File: src/sv/priority_round_robin_thread_scheduler_assert.svh
// assertion macros for the thread scheduler
`ifndef PRIORITY_ROUND_ROBIN_THREAD_SCHEDULER_ASSERT_SVH
`define PRIORITY_ROUND_ROBIN_THREAD_SCHEDULER_ASSERT_SVH

`ifndef SYNTH

// same-cycle implication
`define PRRS_ASSERT_IMP(lbl, clk, rst_n, ante, cons, msg) \
  lbl: assert property (@(posedge clk) disable iff (!rst_n) (ante) |-> (cons)) \
    else $error(msg);

// next-cycle implication
`define PRRS_ASSERT_NXT(lbl, clk, rst_n, ante, cons, msg) \
  lbl: assert property (@(posedge clk) disable iff (!rst_n) (ante) |=> (cons)) \
    else $error(msg);

`else

`define PRRS_ASSERT_IMP(lbl, clk, rst_n, ante, cons, msg)
`define PRRS_ASSERT_NXT(lbl, clk, rst_n, ante, cons, msg)

`endif

`endif

File: src/sv/prrs_pkg.sv
package prrs_pkg;

  // field widths
  localparam int unsigned KIND_W     = 3;
  localparam int unsigned PRIO_W     = 2;
  localparam int unsigned STATUS_W   = 2;
  localparam int unsigned SLOT_OUT_W = 2;

  // highest priority code, larger codes saturate to it
  localparam logic [PRIO_W-1:0] PRIO_HIGH = 2'd2;

  // request kinds
  typedef enum logic [KIND_W-1:0] {
    KIND_CREATE = 3'd0,
    KIND_YIELD  = 3'd1,
    KIND_EXIT   = 3'd2,
    KIND_START  = 3'd3,
    KIND_SET    = 3'd4,
    KIND_GET    = 3'd5
  } kind_e;

  // response status codes
  typedef enum logic [STATUS_W-1:0] {
    STAT_OK         = 2'd0,
    STAT_NO_FREE    = 2'd1,
    STAT_STARTED    = 2'd2,
    STAT_NO_CURRENT = 2'd3
  } status_e;

  // slot states
  typedef enum logic [1:0] {
    SLOT_FREE     = 2'd0,
    SLOT_RUNNABLE = 2'd1,
    SLOT_RUNNING  = 2'd2
  } slot_state_e;

  // datapath operations
  typedef enum logic [4:0] {
    OP_NONE,
    OP_LOAD,
    OP_INIT_CREATE,
    OP_INIT_SELECT,
    OP_INIT_YIELD,
    OP_INIT_START,
    OP_SCAN,
    OP_READ_CUR,
    OP_APPLY_CREATE,
    OP_APPLY_YIELD,
    OP_APPLY_EXIT,
    OP_APPLY_START,
    OP_EXIT_RUN,
    OP_SET_PRIO,
    OP_GET_PRIO,
    OP_NO_CURRENT,
    OP_STARTED_ERR
  } dp_op_e;

  // controller states
  typedef enum logic [2:0] {
    ST_IDLE,
    ST_DECODE,
    ST_SCAN,
    ST_TAIL,
    ST_APPLY,
    ST_EXIT_RUN,
    ST_RMW,
    ST_FINISH
  } state_e;

  // controller to datapath
  typedef struct packed {
    dp_op_e op;
    logic   out_load;
  } dp_cmd_t;

  // datapath to controller
  typedef struct packed {
    logic [KIND_W-1:0] kind;
    logic              cur_valid;
    logic              started;
    logic              found;
    logic              scan_last;
  } dp_stat_t;

endpackage

File: src/sv/prrs_if.sv
// request channel
interface prrs_req_if;
  import prrs_pkg::*;

  logic              valid;
  logic              ready;
  logic [KIND_W-1:0] kind;
  logic [PRIO_W-1:0] priority_req;

  modport source (output valid, kind, priority_req, input ready);
  modport sink   (input valid, kind, priority_req, output ready);
endinterface

// response channel
interface prrs_rsp_if;
  import prrs_pkg::*;

  logic                  valid;
  logic                  ready;
  logic [STATUS_W-1:0]   status;
  logic [SLOT_OUT_W-1:0] created_slot;
  logic                  running_valid;
  logic [SLOT_OUT_W-1:0] running_slot;
  logic [PRIO_W-1:0]     old_priority;
  logic                  all_done;

  modport source (output valid, status, created_slot, running_valid, running_slot,
                  old_priority, all_done, input ready);
  modport sink   (input valid, status, created_slot, running_valid, running_slot,
                  old_priority, all_done, output ready);
endinterface

File: src/sv/prrs_dp.sv
module prrs_dp #(
  parameter int unsigned THREAD_SLOTS = 4
) (
  input  logic                              clk_i,
  input  logic                              rst_ni,
  input  prrs_pkg::dp_cmd_t                 cmd_i,
  output prrs_pkg::dp_stat_t                stat_o,
  input  logic [prrs_pkg::KIND_W-1:0]       kind_i,
  input  logic [prrs_pkg::PRIO_W-1:0]       priority_req_i,
  output logic [prrs_pkg::STATUS_W-1:0]     status_o,
  output logic [prrs_pkg::SLOT_OUT_W-1:0]   created_slot_o,
  output logic                              running_valid_o,
  output logic [prrs_pkg::SLOT_OUT_W-1:0]   running_slot_o,
  output logic [prrs_pkg::PRIO_W-1:0]       old_priority_o,
  output logic                              all_done_o
);
  import prrs_pkg::*;

  localparam int unsigned IW = $clog2(THREAD_SLOTS);
  localparam int unsigned SW = (IW > SLOT_OUT_W) ? IW : SLOT_OUT_W;
  localparam logic [IW-1:0] LAST_IDX = IW'(THREAD_SLOTS - 1);
  localparam logic [IW:0]   SLOTS_W  = (IW + 1)'(THREAD_SLOTS);

  // slot table: status and priority memories, valid bits in flops
  logic [1:0]        stat_mem [THREAD_SLOTS];
  logic [PRIO_W-1:0] prio_mem [THREAD_SLOTS];
  logic              valid_q  [THREAD_SLOTS];

  logic [1:0]        rd_stat_q;
  logic [PRIO_W-1:0] rd_prio_q;
  logic              rd_valid_q;
  logic [IW-1:0]     rd_addr_q;
  logic [IW-1:0]     rd_addr;

  logic              wr_stat_en;
  logic              wr_prio_en;
  logic [IW-1:0]     wr_addr;
  logic [1:0]        wr_stat;

  // request and scheduler state
  logic [KIND_W-1:0] kind_q, kind_d;
  logic [PRIO_W-1:0] prio_q, prio_d;
  logic [IW-1:0]     ptr_q, ptr_d;
  logic [IW-1:0]     cur_q, cur_d;
  logic              cur_valid_q, cur_valid_d;
  logic              started_q, started_d;

  // scan state
  logic [IW-1:0]     base_q, base_d;
  logic [IW-1:0]     cnt_q, cnt_d;
  logic              found_q, found_d;
  logic [IW-1:0]     best_q, best_d;
  logic [PRIO_W-1:0] best_prio_q, best_prio_d;
  logic              scan_rd_q;

  // result fields
  logic [STATUS_W-1:0] res_status_q, res_status_d;
  logic [IW-1:0]       res_created_q, res_created_d;
  logic [PRIO_W-1:0]   res_old_q, res_old_d;
  logic                res_done_q, res_done_d;

  // output register
  logic [STATUS_W-1:0]   out_status_q;
  logic [SLOT_OUT_W-1:0] out_created_q;
  logic                  out_run_valid_q;
  logic [SLOT_OUT_W-1:0] out_run_slot_q;
  logic [PRIO_W-1:0]     out_old_q;
  logic                  out_done_q;

  logic [IW:0]       scan_sum;
  logic [IW-1:0]     scan_addr;
  logic [IW-1:0]     best_next;
  logic [1:0]        ent_stat;
  logic [PRIO_W-1:0] ent_prio;
  logic [SW-1:0]     cur_ext;
  logic [SW-1:0]     created_ext;

  // scan address wraps around the table
  assign scan_sum  = {1'b0, base_q} + {1'b0, cnt_q};
  assign scan_addr = (scan_sum >= SLOTS_W) ? IW'(scan_sum - SLOTS_W) : scan_sum[IW-1:0];
  assign best_next = (best_q == LAST_IDX) ? '0 : best_q + IW'(1);

  // entries never written read as free with priority zero
  assign ent_stat = rd_valid_q ? rd_stat_q : SLOT_FREE;
  assign ent_prio = rd_valid_q ? rd_prio_q : '0;

  assign rd_addr = (cmd_i.op == OP_READ_CUR) ? cur_q : scan_addr;

  // next-state logic of the datapath
  always_comb begin
    kind_d        = kind_q;
    prio_d        = prio_q;
    ptr_d         = ptr_q;
    cur_d         = cur_q;
    cur_valid_d   = cur_valid_q;
    started_d     = started_q;
    base_d        = base_q;
    cnt_d         = cnt_q;
    found_d       = found_q;
    best_d        = best_q;
    best_prio_d   = best_prio_q;
    res_status_d  = res_status_q;
    res_created_d = res_created_q;
    res_old_d     = res_old_q;
    res_done_d    = res_done_q;
    wr_stat_en    = 1'b0;
    wr_prio_en    = 1'b0;
    wr_addr       = cur_q;
    wr_stat       = SLOT_FREE;

    // evaluate the entry read in the previous scan cycle
    if (scan_rd_q) begin
      if (kind_q == KIND_CREATE) begin
        if (!found_q && ent_stat == SLOT_FREE) begin
          found_d = 1'b1;
          best_d  = rd_addr_q;
        end
      end else begin
        if (ent_stat == SLOT_RUNNABLE && (!found_q || ent_prio > best_prio_q)) begin
          found_d     = 1'b1;
          best_d      = rd_addr_q;
          best_prio_d = ent_prio;
        end
      end
    end

    case (cmd_i.op)
      OP_LOAD: begin
        kind_d        = kind_i;
        prio_d        = (priority_req_i > PRIO_HIGH) ? PRIO_HIGH : priority_req_i;
        res_status_d  = STAT_OK;
        res_created_d = '0;
        res_old_d     = '0;
        res_done_d    = 1'b0;
      end
      OP_INIT_CREATE: begin
        base_d  = '0;
        cnt_d   = '0;
        found_d = 1'b0;
      end
      OP_INIT_SELECT: begin
        base_d  = ptr_q;
        cnt_d   = '0;
        found_d = 1'b0;
      end
      OP_INIT_YIELD: begin
        base_d     = ptr_q;
        cnt_d      = '0;
        found_d    = 1'b0;
        wr_stat_en = 1'b1;
        wr_addr    = cur_q;
        wr_stat    = SLOT_RUNNABLE;
      end
      OP_INIT_START: begin
        base_d    = ptr_q;
        cnt_d     = '0;
        found_d   = 1'b0;
        started_d = 1'b1;
      end
      OP_SCAN: begin
        cnt_d = (cnt_q == LAST_IDX) ? '0 : cnt_q + IW'(1);
      end
      OP_APPLY_CREATE: begin
        if (found_q) begin
          wr_stat_en    = 1'b1;
          wr_prio_en    = 1'b1;
          wr_addr       = best_q;
          wr_stat       = SLOT_RUNNABLE;
          res_created_d = best_q;
        end else begin
          res_status_d = STAT_NO_FREE;
        end
      end
      OP_APPLY_YIELD: begin
        wr_stat_en = 1'b1;
        wr_addr    = found_q ? best_q : cur_q;
        wr_stat    = SLOT_RUNNING;
        if (found_q) begin
          cur_d = best_q;
          ptr_d = best_next;
        end
      end
      OP_APPLY_EXIT: begin
        wr_stat_en = 1'b1;
        wr_addr    = cur_q;
        wr_stat    = SLOT_FREE;
        if (found_q) begin
          ptr_d = best_next;
        end else begin
          cur_valid_d = 1'b0;
          cur_d       = '0;
          res_done_d  = 1'b1;
        end
      end
      OP_EXIT_RUN: begin
        wr_stat_en = 1'b1;
        wr_addr    = best_q;
        wr_stat    = SLOT_RUNNING;
        cur_d      = best_q;
      end
      OP_APPLY_START: begin
        if (found_q) begin
          wr_stat_en  = 1'b1;
          wr_addr     = best_q;
          wr_stat     = SLOT_RUNNING;
          cur_d       = best_q;
          cur_valid_d = 1'b1;
          ptr_d       = best_next;
        end
      end
      OP_SET_PRIO: begin
        wr_prio_en = 1'b1;
        wr_addr    = cur_q;
        res_old_d  = ent_prio;
      end
      OP_GET_PRIO: begin
        res_old_d = ent_prio;
      end
      OP_NO_CURRENT: begin
        res_status_d = STAT_NO_CURRENT;
      end
      OP_STARTED_ERR: begin
        res_status_d = STAT_STARTED;
      end
      default: begin
      end
    endcase
  end

  // control state
  always_ff @(posedge clk_i or negedge rst_ni) begin
    if (!rst_ni) begin
      ptr_q       <= '0;
      cur_q       <= '0;
      cur_valid_q <= 1'b0;
      started_q   <= 1'b0;
      scan_rd_q   <= 1'b0;
      found_q     <= 1'b0;
      kind_q      <= '0;
      valid_q     <= '{default: 1'b0};
    end else begin
      ptr_q       <= ptr_d;
      cur_q       <= cur_d;
      cur_valid_q <= cur_valid_d;
      started_q   <= started_d;
      scan_rd_q   <= (cmd_i.op == OP_SCAN);
      found_q     <= found_d;
      kind_q      <= kind_d;
      if (wr_stat_en) begin
        valid_q[wr_addr] <= 1'b1;
      end
    end
  end

  // payload registers
  always_ff @(posedge clk_i) begin
    prio_q        <= prio_d;
    base_q        <= base_d;
    cnt_q         <= cnt_d;
    best_q        <= best_d;
    best_prio_q   <= best_prio_d;
    res_status_q  <= res_status_d;
    res_created_q <= res_created_d;
    res_old_q     <= res_old_d;
    res_done_q    <= res_done_d;
  end

  // slot table write port and registered read port
  always_ff @(posedge clk_i) begin
    if (wr_stat_en) begin
      stat_mem[wr_addr] <= wr_stat;
    end
    if (wr_prio_en) begin
      prio_mem[wr_addr] <= prio_q;
    end
    rd_stat_q  <= stat_mem[rd_addr];
    rd_prio_q  <= prio_mem[rd_addr];
    rd_valid_q <= valid_q[rd_addr];
    rd_addr_q  <= rd_addr;
  end

  // output register
  assign cur_ext     = cur_valid_q ? SW'(cur_q) : '0;
  assign created_ext = SW'(res_created_q);

  always_ff @(posedge clk_i) begin
    if (cmd_i.out_load) begin
      out_status_q    <= res_status_q;
      out_created_q   <= created_ext[SLOT_OUT_W-1:0];
      out_run_valid_q <= cur_valid_q;
      out_run_slot_q  <= cur_ext[SLOT_OUT_W-1:0];
      out_old_q       <= res_old_q;
      out_done_q      <= res_done_q;
    end
  end

  assign status_o        = out_status_q;
  assign created_slot_o  = out_created_q;
  assign running_valid_o = out_run_valid_q;
  assign running_slot_o  = out_run_slot_q;
  assign old_priority_o  = out_old_q;
  assign all_done_o      = out_done_q;

  // status to the controller
  assign stat_o.kind      = kind_q;
  assign stat_o.cur_valid = cur_valid_q;
  assign stat_o.started   = started_q;
  assign stat_o.found     = found_q;
  assign stat_o.scan_last = (cnt_q == LAST_IDX);

endmodule

File: src/sv/prrs_ctrl.sv
module prrs_ctrl (
  input  logic               clk_i,
  input  logic               rst_ni,
  input  logic               req_valid_i,
  output logic               req_ready_o,
  output logic               rsp_valid_o,
  input  logic               rsp_ready_i,
  input  prrs_pkg::dp_stat_t stat_i,
  output prrs_pkg::dp_cmd_t  cmd_o
);
  import prrs_pkg::*;

  state_e state_q, state_d;
  logic   out_valid_q, out_valid_d;
  logic   out_free;

  // output register can take a new result
  assign out_free = !out_valid_q || rsp_ready_i;

  // next state
  always_comb begin
    state_d = state_q;
    case (state_q)
      ST_IDLE: begin
        if (req_valid_i) begin
          state_d = ST_DECODE;
        end
      end
      ST_DECODE: begin
        case (stat_i.kind)
          KIND_CREATE: state_d = ST_SCAN;
          KIND_YIELD,
          KIND_EXIT:   state_d = stat_i.cur_valid ? ST_SCAN : ST_FINISH;
          KIND_START:  state_d = stat_i.started ? ST_FINISH : ST_SCAN;
          KIND_SET,
          KIND_GET:    state_d = stat_i.cur_valid ? ST_RMW : ST_FINISH;
          default:     state_d = ST_FINISH;
        endcase
      end
      ST_SCAN: begin
        if (stat_i.scan_last) begin
          state_d = ST_TAIL;
        end
      end
      ST_TAIL: begin
        state_d = ST_APPLY;
      end
      ST_APPLY: begin
        if (stat_i.kind == KIND_EXIT && stat_i.found) begin
          state_d = ST_EXIT_RUN;
        end else begin
          state_d = ST_FINISH;
        end
      end
      ST_EXIT_RUN: begin
        state_d = ST_FINISH;
      end
      ST_RMW: begin
        state_d = ST_FINISH;
      end
      ST_FINISH: begin
        if (out_free) begin
          state_d = ST_IDLE;
        end
      end
      default: begin
        state_d = ST_IDLE;
      end
    endcase
  end

  // outputs and datapath commands
  always_comb begin
    req_ready_o    = 1'b0;
    cmd_o.op       = OP_NONE;
    cmd_o.out_load = 1'b0;
    case (state_q)
      ST_IDLE: begin
        req_ready_o = 1'b1;
        if (req_valid_i) begin
          cmd_o.op = OP_LOAD;
        end
      end
      ST_DECODE: begin
        case (stat_i.kind)
          KIND_CREATE: cmd_o.op = OP_INIT_CREATE;
          KIND_YIELD:  cmd_o.op = stat_i.cur_valid ? OP_INIT_YIELD : OP_NO_CURRENT;
          KIND_EXIT:   cmd_o.op = stat_i.cur_valid ? OP_INIT_SELECT : OP_NO_CURRENT;
          KIND_START:  cmd_o.op = stat_i.started ? OP_STARTED_ERR : OP_INIT_START;
          KIND_SET,
          KIND_GET:    cmd_o.op = stat_i.cur_valid ? OP_READ_CUR : OP_NO_CURRENT;
          default:     cmd_o.op = OP_NONE;
        endcase
      end
      ST_SCAN: begin
        cmd_o.op = OP_SCAN;
      end
      ST_APPLY: begin
        case (stat_i.kind)
          KIND_CREATE: cmd_o.op = OP_APPLY_CREATE;
          KIND_YIELD:  cmd_o.op = OP_APPLY_YIELD;
          KIND_EXIT:   cmd_o.op = OP_APPLY_EXIT;
          KIND_START:  cmd_o.op = OP_APPLY_START;
          default:     cmd_o.op = OP_NONE;
        endcase
      end
      ST_EXIT_RUN: begin
        cmd_o.op = OP_EXIT_RUN;
      end
      ST_RMW: begin
        cmd_o.op = (stat_i.kind == KIND_SET) ? OP_SET_PRIO : OP_GET_PRIO;
      end
      ST_FINISH: begin
        cmd_o.out_load = out_free;
      end
      default: begin
      end
    endcase
  end

  // result valid flag
  always_comb begin
    out_valid_d = out_valid_q;
    if (cmd_o.out_load) begin
      out_valid_d = 1'b1;
    end else if (rsp_ready_i) begin
      out_valid_d = 1'b0;
    end
  end

  always_ff @(posedge clk_i or negedge rst_ni) begin
    if (!rst_ni) begin
      state_q     <= ST_IDLE;
      out_valid_q <= 1'b0;
    end else begin
      state_q     <= state_d;
      out_valid_q <= out_valid_d;
    end
  end

  assign rsp_valid_o = out_valid_q;

endmodule

File: src/sv/priority_round_robin_thread_scheduler.sv
// channel  | dir | modport | payload
// ---------+-----+---------+----------------------------------------------------------
// req_i    | in  | sink    | kind, priority_req
// rsp_o    | out | source  | status, created_slot, running_valid, running_slot,
//          |     |         | old_priority, all_done
//
// one request at a time; create and the scheduling requests (yield, exit, start)
// walk the slot table through its single read port, one slot per cycle; an exit
// that hands over to another thread then also passes through ST_EXIT_RUN; set and
// get read the current slot with no scan. per-slot valid bits make the table read as
// all free right after reset, with no clearing pass. a stalled response holds in
// the output register while the next request is already taken and worked on.

`include "priority_round_robin_thread_scheduler_assert.svh"

module priority_round_robin_thread_scheduler #(
  parameter int unsigned THREAD_SLOTS = 4
) (
  input logic       clk_i,
  input logic       rst_ni,
  prrs_req_if.sink  req_i,
  prrs_rsp_if.source rsp_o
);
  import prrs_pkg::*;

  dp_cmd_t  dp_cmd;
  dp_stat_t dp_stat;
  logic     req_ready;
  logic     rsp_valid;

  // sequencing
  prrs_ctrl u_ctrl (
    .clk_i       (clk_i),
    .rst_ni      (rst_ni),
    .req_valid_i (req_i.valid),
    .req_ready_o (req_ready),
    .rsp_valid_o (rsp_valid),
    .rsp_ready_i (rsp_o.ready),
    .stat_i      (dp_stat),
    .cmd_o       (dp_cmd)
  );

  // slot table and scheduler state
  prrs_dp #(
    .THREAD_SLOTS (THREAD_SLOTS)
  ) u_dp (
    .clk_i           (clk_i),
    .rst_ni          (rst_ni),
    .cmd_i           (dp_cmd),
    .stat_o          (dp_stat),
    .kind_i          (req_i.kind),
    .priority_req_i  (req_i.priority_req),
    .status_o        (rsp_o.status),
    .created_slot_o  (rsp_o.created_slot),
    .running_valid_o (rsp_o.running_valid),
    .running_slot_o  (rsp_o.running_slot),
    .old_priority_o  (rsp_o.old_priority),
    .all_done_o      (rsp_o.all_done)
  );

  assign req_i.ready = req_ready;
  assign rsp_o.valid = rsp_valid;

  // checks
  `PRRS_ASSERT_NXT(a_one_req, clk_i, rst_ni, req_i.valid && req_i.ready, !req_i.ready, "second request taken while busy")
  `PRRS_ASSERT_IMP(a_run_started, clk_i, rst_ni, dp_stat.cur_valid, dp_stat.started, "thread running before start")
  `PRRS_ASSERT_IMP(a_done_idle, clk_i, rst_ni, rsp_o.valid && rsp_o.all_done, !rsp_o.running_valid, "all done with a thread running")

endmodule
File: src/flat_wrapper.sv
// flat-port wrapper written by rule: the top's interface ports become plain ports
module priority_round_robin_thread_scheduler_flat import prrs_pkg::*;
#(
  parameter int unsigned THREAD_SLOTS = 4
)
  (clk_i, rst_ni, req_i_valid, req_i_kind, req_i_priority_req, req_i_ready, rsp_o_valid, rsp_o_status, rsp_o_created_slot, rsp_o_running_valid, rsp_o_running_slot, rsp_o_old_priority, rsp_o_all_done, rsp_o_ready);
  prrs_req_if req_i_i ();
  prrs_rsp_if rsp_o_i ();
  input logic clk_i;
  input logic rst_ni;
  input wire logic [$bits(req_i_i.valid)-1:0] req_i_valid;
  input wire logic [$bits(req_i_i.kind)-1:0] req_i_kind;
  input wire logic [$bits(req_i_i.priority_req)-1:0] req_i_priority_req;
  output wire logic [$bits(req_i_i.ready)-1:0] req_i_ready;
  output wire logic [$bits(rsp_o_i.valid)-1:0] rsp_o_valid;
  output wire logic [$bits(rsp_o_i.status)-1:0] rsp_o_status;
  output wire logic [$bits(rsp_o_i.created_slot)-1:0] rsp_o_created_slot;
  output wire logic [$bits(rsp_o_i.running_valid)-1:0] rsp_o_running_valid;
  output wire logic [$bits(rsp_o_i.running_slot)-1:0] rsp_o_running_slot;
  output wire logic [$bits(rsp_o_i.old_priority)-1:0] rsp_o_old_priority;
  output wire logic [$bits(rsp_o_i.all_done)-1:0] rsp_o_all_done;
  input wire logic [$bits(rsp_o_i.ready)-1:0] rsp_o_ready;
  assign req_i_i.valid = req_i_valid;
  assign req_i_i.kind = req_i_kind;
  assign req_i_i.priority_req = req_i_priority_req;
  assign req_i_ready = req_i_i.ready;
  assign rsp_o_valid = rsp_o_i.valid;
  assign rsp_o_status = rsp_o_i.status;
  assign rsp_o_created_slot = rsp_o_i.created_slot;
  assign rsp_o_running_valid = rsp_o_i.running_valid;
  assign rsp_o_running_slot = rsp_o_i.running_slot;
  assign rsp_o_old_priority = rsp_o_i.old_priority;
  assign rsp_o_all_done = rsp_o_i.all_done;
  assign rsp_o_i.ready = rsp_o_ready;
  priority_round_robin_thread_scheduler #(.THREAD_SLOTS(THREAD_SLOTS)) u_core (.clk_i(clk_i), .rst_ni(rst_ni), .req_i(req_i_i), .rsp_o(rsp_o_i));
endmodule
File: config.mk
export PLATFORM = sky130hd
export DESIGN_NAME = priority_round_robin_thread_scheduler_flat
export DESIGN_NICKNAME = d
export VERILOG_FILES = /design/src/sv/prrs_pkg.sv /design/src/sv/prrs_if.sv /design/src/sv/prrs_dp.sv /design/src/sv/prrs_ctrl.sv /design/src/sv/priority_round_robin_thread_scheduler.sv /design/src/flat_wrapper.sv
export VERILOG_INCLUDE_DIRS = /design/src /design/src/sv
export SDC_FILE = /design/constraint.sdc
export NUM_CORES = 1
export LEC_CHECK = 0
export ABC_AREA = 1
export BUFFER_PORTS_ARGS = -buffer_cell sky130_fd_sc_hd__buf_2
export CAP_MARGIN = 20
export CORE_MARGIN = 4
export CORE_UTILIZATION = 25
export DETAILED_ROUTE_END_ITERATION = 6
export MAX_ROUTING_LAYER = met4
export PLACE_DENSITY_LB_ADDON = 0.12
export SYNTH_ARGS = -nofsm -noshare
export SYNTH_HDL_FRONTEND = slang
export SYNTH_SLANG_ARGS = --single-unit
File: constraint.sdc
create_clock -name clk_i -period 3.25 [get_ports clk_i]
set_clock_uncertainty 0.1 [all_clocks]
set_input_delay 0.65 -clock clk_i [delete_from_list [all_inputs] [get_ports clk_i]]
set_output_delay 0.65 -clock clk_i [all_outputs]
set_load 0.02 [all_outputs]
# ---- Word-level counts from Yosys, hierarchy flattened
# Memories as Yosys holds them, arrays and structs flattened. A register that Yosys moved wholly into a read port is not among the register bits.
# Cells that the tools add are included.
dict set report totals {
  mem_count 2
  mem_bits_rw 16
  wordCells 198
  inputBits 9
  ff_bits 49
  output_inout_bits 12
}
dict set report classes {
  muxes 67
  n_addsub 4
  n_lt_le_gt_ge 6
  n_eq_ne 40
  n_bitwise 4
  n_reduce_logical 45
}
# name words width read_ports rd_ports_with_merged_regs write_ports line
set mem_list {}
lappend mem_list {u_core.u_dp.prio_mem 4 2 1 1 1 prrs_dp.sv:26} ;# logic [PRIO_W-1:0] prio_mem [THREAD_SLOTS];
lappend mem_list {u_core.u_dp.stat_mem 4 2 1 1 1 prrs_dp.sv:25} ;# logic [1:0] stat_mem [THREAD_SLOTS];
# cell count
set ops {}
lappend ops {{equality test 5 x 4 -> 1 bit, second input constant} 8}
lappend ops {{two-way mux 2 bit} 16}
lappend ops {{one-hot mux 5 bit (6 select lines)} 1}
lappend ops {{one-hot mux 5 bit (5 select lines)} 1}
lappend ops {{two-way mux 1 bit} 23}
lappend ops {{one-hot mux 3 bit (7 select lines)} 1}
lappend ops {{equality test 5 x 3 -> 1 bit, second input constant} 4}
lappend ops {{one-hot mux 2 bit (2 select lines)} 5}
lappend ops {{equality test 3 bit, second input constant} 6}
lappend ops {{nonzero test 2 bit} 9}
lappend ops {{one-hot mux 2 bit (4 select lines)} 2}
lappend ops {{one-hot mux 4 bit (4 select lines)} 1}
lappend ops {{two-way mux 3 bit} 5}
lappend ops {{AND reduction 3 bit} 5}
lappend ops {{!= test 2 bit, second input constant} 7}
lappend ops {{OR reduction 2 bit} 7}
lappend ops {{equality test 3 x 2 -> 1 bit, second input constant} 4}
lappend ops {{two-way mux 4 bit} 3}
lappend ops {{one-hot mux 3 bit (4 select lines)} 1}
lappend ops {{equality test 5 x 2 -> 1 bit, second input constant} 2}
lappend ops {{AND reduction 2 bit} 5}
lappend ops {{>= comparator 3 bit, second input constant} 3}
lappend ops {{OR reduction 3 bit} 3}
lappend ops {{one-hot mux 1 bit (2 select lines)} 4}
lappend ops {{28 further kinds} 40}

# ---- Longest topological paths before layout
dict set report depth {
  word_depth 13
  ltp_mapped 16
}

# ---- Cells and area by module
# Synthesis repeated with hierarchy kept, for this count alone.
dict set report unflattened {
  hier_cells 417
  hier_area_um2 3514.6
}
# module area_each_um2 cells_per_inst seq_area_each_um2 instances
set by_module_without_submodules {}
lappend by_module_without_submodules {prrs_dp 3022.9 327 1806.7 1}
lappend by_module_without_submodules {prrs_ctrl 491.7 90 100.1 1}

# ---- Least setup slack after synthesis
# Ideal clock, no wire load.
dict set report synth_timing {
  path_kind {input -> register}
  from {input port req_i_valid}
  to {memory u_core.u_dp.prio_mem[1][0] (enable)}
  t_arrival_ns 1.757
  path_slack_ns 1.085
  t_required_ns 2.841
  cell_stages 11
  path_cell_list {inv_1 nor2_4 nor3_4 nand2_4 o21bai_1 inv_2 nand2_2 nand2_2 nor2_4 nand2_1 nor2_1}
}
dict set report synth_via {
  elab_chain_cells 6
  elab_cells_between_ends 12
  classes_between {eq/ne (5); mux (6); reduce/logical (1)}
}
# item line
set synth_lines {}
lappend synth_lines {{from (decl)} flat_wrapper.sv:11} ;# input wire logic [$bits(req_i_i.valid)-1:0] req_i_valid;
lappend synth_lines {{two-way mux 1 bit *} prrs_ctrl.sv:80} ;# if (req_valid_i) begin
lappend synth_lines {{one-hot mux 5 bit (6 select lines) *} prrs_ctrl.sv:77} ;# case (state_q)
lappend synth_lines {{equality test 5 x 4 -> 1 bit} prrs_dp.sv:127} ;# case (cmd_i.op)
lappend synth_lines {{one-hot mux 1 bit (2 select lines)} prrs_dp.sv:127}
lappend synth_lines {{two-way mux 1 bit} prrs_dp.sv:273} ;# if (wr_prio_en) begin
lappend synth_lines {{two-way mux 1 bit (implied by the code)} prrs_dp.sv:274} ;# prio_mem[wr_addr] <= prio_q;
lappend synth_lines {{to (decl)} prrs_dp.sv:26}
# Every way passes the cells marked *; elsewhere a longest branch is shown, timed or not.

# ---- Worst setup path after layout
dict set report layout_timing {
  from {register u_core.u_ctrl.state_q[0]}
  to {memory u_core.u_dp.prio_mem[3][0] (enable)}
}
dict set report layout_via {
  elab_chain_cells 6
  elab_cells_between_ends 17
  classes_between {eq/ne (10); mux (5); reduce/logical (2)}
}
# item line
set layout_lines {}
lappend layout_lines {{from (decl)} prrs_ctrl.sv:13} ;# state_e state_q, state_d;
lappend layout_lines {{from (signal assigned)} prrs_ctrl.sv:136} ;# state_q <= state_d;
lappend layout_lines {{equality test 3 bit (tied with other cells)} prrs_ctrl.sv:77}
lappend layout_lines {{one-hot mux 5 bit (6 select lines) *} prrs_ctrl.sv:77}
lappend layout_lines {{equality test 5 x 4 -> 1 bit} prrs_dp.sv:127}
lappend layout_lines {{one-hot mux 1 bit (2 select lines)} prrs_dp.sv:127}
lappend layout_lines {{two-way mux 1 bit} prrs_dp.sv:273}
lappend layout_lines {{two-way mux 1 bit (implied by the code)} prrs_dp.sv:274}
# Marked as above.

==> flow_summary.yaml <==
status:
  status: "completed"
cells_and_area:
  drive_gt1_share_pct: 17.4
  fill_cells: 1388
  antenna_cells: 0
  area_delta_synth_final_pct: 17.0
  fin_area_sq_um: 3990
  fin_nets: 405
synth:
  synth_warnings: 0
  ys_ff_latch: 69
  syn_nets: 380
  yosysSeqAreaShare_pct: 55.9
  synth_area_sq_um: 3410
  synth_cell_types: 36
  synth_ff_type: "edfxtp_1"
  async_flop_share_pct: 27.5
  synth_edf_count: 43
  syn_inst: 366
  synth_area_per_cell_sq_um: 9.32
floorplanning:
  pin_count: 21
  dieArea_sq_um: 15600
  die_w_um: 125
  start_util_pct: 25.6
  coreArea_sq_um: 13300
  dieHeight_um: 125
  rows: 42
routing:
  drt-total-wl_um: 7850
  avgViaCountPerCell: 4.25
  route.detailed.drc: 0
  wire_per_inst_um: 13.7
  vias: 2430
  dr.pass1.iters: 4
  drtIter0Drc: 160
  antenna_left: 0
clock_network:
  cts_tree: "built"
  cts_resized: 0
  cts_buffer_depth: 2
  cts_buffers: 9
  clock_sinks: 69
  clock_latency_ps: 340
  root_buffer: "clkbuf_16"
  clkSlewWorstSetupHoldPaths_ps: 50
  htree_levels: 3
  post_cts_buffers: 0
  postCtsHoldBufs: 0
global_routing:
  grt_pass1_wl_um: 13200
  grt_max_degree: 20
  grtUsageTotal_pct: 11.3
  antenna_found_initial: 0
  grt_pass1_vias: 2472
  grt_overflow_total: 0
sta:
  setup_viol_count_final: 0
  period_share_pct: 76.3
  fin_crit_ps: 2480
  slew_headroom_pct: 45.2
  finalMaxSlewViolations: 0
  max_freq_ghz: 0.403
  worst_slew_pin_slew_ps: 819
  tns_ps: 0
  holdWs_ps: 196
  hold_violations: 0
  grt_setup_unrepaired: "no"
power:
  max-vdd-ir-drop_mv: 0.237
  p_leak_uw: 0.00183
  p_per_area_nw_per_um2: 1090
setup_path:
  required_ps: 3180
  critPathSlowestCell: "dfrtp_1"
  start_kind: "flop"
  worst_path_most_repeated_cell: "nand2_1"
  path_cells: "nor2_4, nand2_1, nor2_2, nor3_4, nand4_2, nand3_1, nand3b_1, nand2_1, nor2_1"
  crit_fanout: 7
  arrival_ps: 2410
  regToRegStartpoint: "u_core.u_ctrl.state_q[0]"
  critPathCaptureType: "flop"
  path_class: "flop to flop"
  worst_path_largest_cell_delay_ps: 460
  crit_start: "u_core.u_ctrl.state_q[0]"
placement:
  io_buffers: 20
  gp_congestion: 0.827
  place_hpwl_um: 5950
  dpl_cell_area_sq_um: 3690
job:
  drv_cap: 0
hold_path:
  hold_class: "input port to async pin"
placed cells by master, fill, tap and decap left out, drive strengths merged, types with 8 or more instances in the layout:
cell type and instances:
nand3 33, nand2 90, inv 61, clkbuf 15
dfrtp 19, a21oi 8, edfxtp 43, buf 20
o21ai 16, nand3b 10, nor2 46
registers in the layout, summed over array words and instances (netlist names), 2 cells and up:
register and flops:
u_core.u_dp.res_status_q 2, u_core.u_dp.rd_stat_q 2, u_core.u_dp.prio_mem 8, u_core.u_dp.stat_mem 8
u_core.u_dp.rd_prio_q 2, u_core.u_ctrl.state_q 3, u_core.u_dp.created_ext 2, u_core.u_dp.rd_addr_q 2
u_core.u_dp.running_slot_o 2, u_core.u_dp.old_priority_o 2, u_core.u_dp.ptr_q 2, u_core.u_dp.created_slot_o 2
u_core.u_dp.valid_q 4, u_core.u_dp.status_o 2, u_core.u_dp.cnt_q 2, u_core.u_dp.res_old_q 2
u_core.u_dp.kind_q 3, u_core.u_dp.prio_q 2, u_core.u_dp.cur_q 2, u_core.u_dp.base_q 2
u_core.u_dp.best_prio_q 2, u_core.u_dp.best_q 2
cell families after synthesis:
logic type,after synthesis,share of synthesized area (%)
AO/OA/AOI/OAI,29,4.95
flip-flops,69,55.9
adder cells (fa/ha/maj),5,1.83
XOR/XNOR,2,0.514
buffers and inverters,67,7.96
AND/OR/NAND/NOR,194,28.8
routing by layer:
metal	GRT usage [%]	wire length, um	vias to the layer above	share of wire [%]
li1	-	-	1248	-
met5	-	0	-	0
met1	14.6	3830	1127	49
met2	16.3	3550	39	45
met4	6.38	199	0	2.5
met3	2.66	268	16	3.4
per-stage QoR:
stage	power [uW]	setup slack [ps]	instances	utilization [%]
6_report	4350	770	572	30.0
5_1_grt	4720	500	572	30.0
4_1_cts	4430	738	572	30.0
3_5_place_dp	3410	666	556	27.8
3_3_place_gp	3430	696	556	27.8
2_1_floorplan	2920	1080	366	-
report_power, final:
part | internal [uW] | leakage, uW | switching (uW)
sequential | 1290 | 0.000677 | 200
clock | 637 | 0.000144 | 356
combinational | 569 | 0.00100 | 1300
total | 2500 | 0.00183 | 1850
synth_stat cells (3+ instances only):
cell type | number | area share, %
nor3_1 | 4 | 0.59
nand2_1 | 79 | 8.7
nor2_2 | 3 | 0.55
ha_1 | 5 | 1.8
inv_2 | 7 | 0.77
nand4_1 | 6 | 1.1
dfrtp_1 | 19 | 14
nand2_2 | 6 | 1.1
nand3_1 | 31 | 4.6
nand2_4 | 5 | 1.7
dfxtp_1 | 7 | 4.1
a21oi_1 | 8 | 1.2
nor2_1 | 36 | 4.0
inv_1 | 53 | 5.8
nand3b_1 | 10 | 2.2
nor2_4 | 7 | 2.3
edfxtp_1 | 43 | 38
o21ai_0 | 15 | 2.2
layout make-up:
cell class	instances	area (sq um)	share of cell area, %
clock buffer	15	268	6.71
clock inverter	1	30.0	0.753
inverter	61	231	5.80
multi-input combinational	230	1230	30.9
sequential	69	1910	47.8
tap	176	220	5.52
timing repair buffer	20	100	2.51
worst max-delay path, delay by kind of cell (launching register included):
| kind | cells | cell delay, ps |
|---|---|---|
| AND/OR/NAND/NOR | 9 | 1620 |
| flip-flops | 1 | 460 |
final timing paths:
check	endpoint	slack, ps	cells after the start
max	u_core.u_dp.prio_mem[3][0]	770	9
min	u_core.u_ctrl.state_q[0]	200	1
max reg2reg	u_core.u_dp.prio_mem[3][0]	770	9
min reg2reg	u_core.u_dp.best_q[0]	300	0
max in group asynchronous	u_core.u_dp.found_q	2480	1
min in group clk_i	u_core.u_dp.best_q[0]	300	0
No activity file was read; power rests on OpenSTA's default activity.
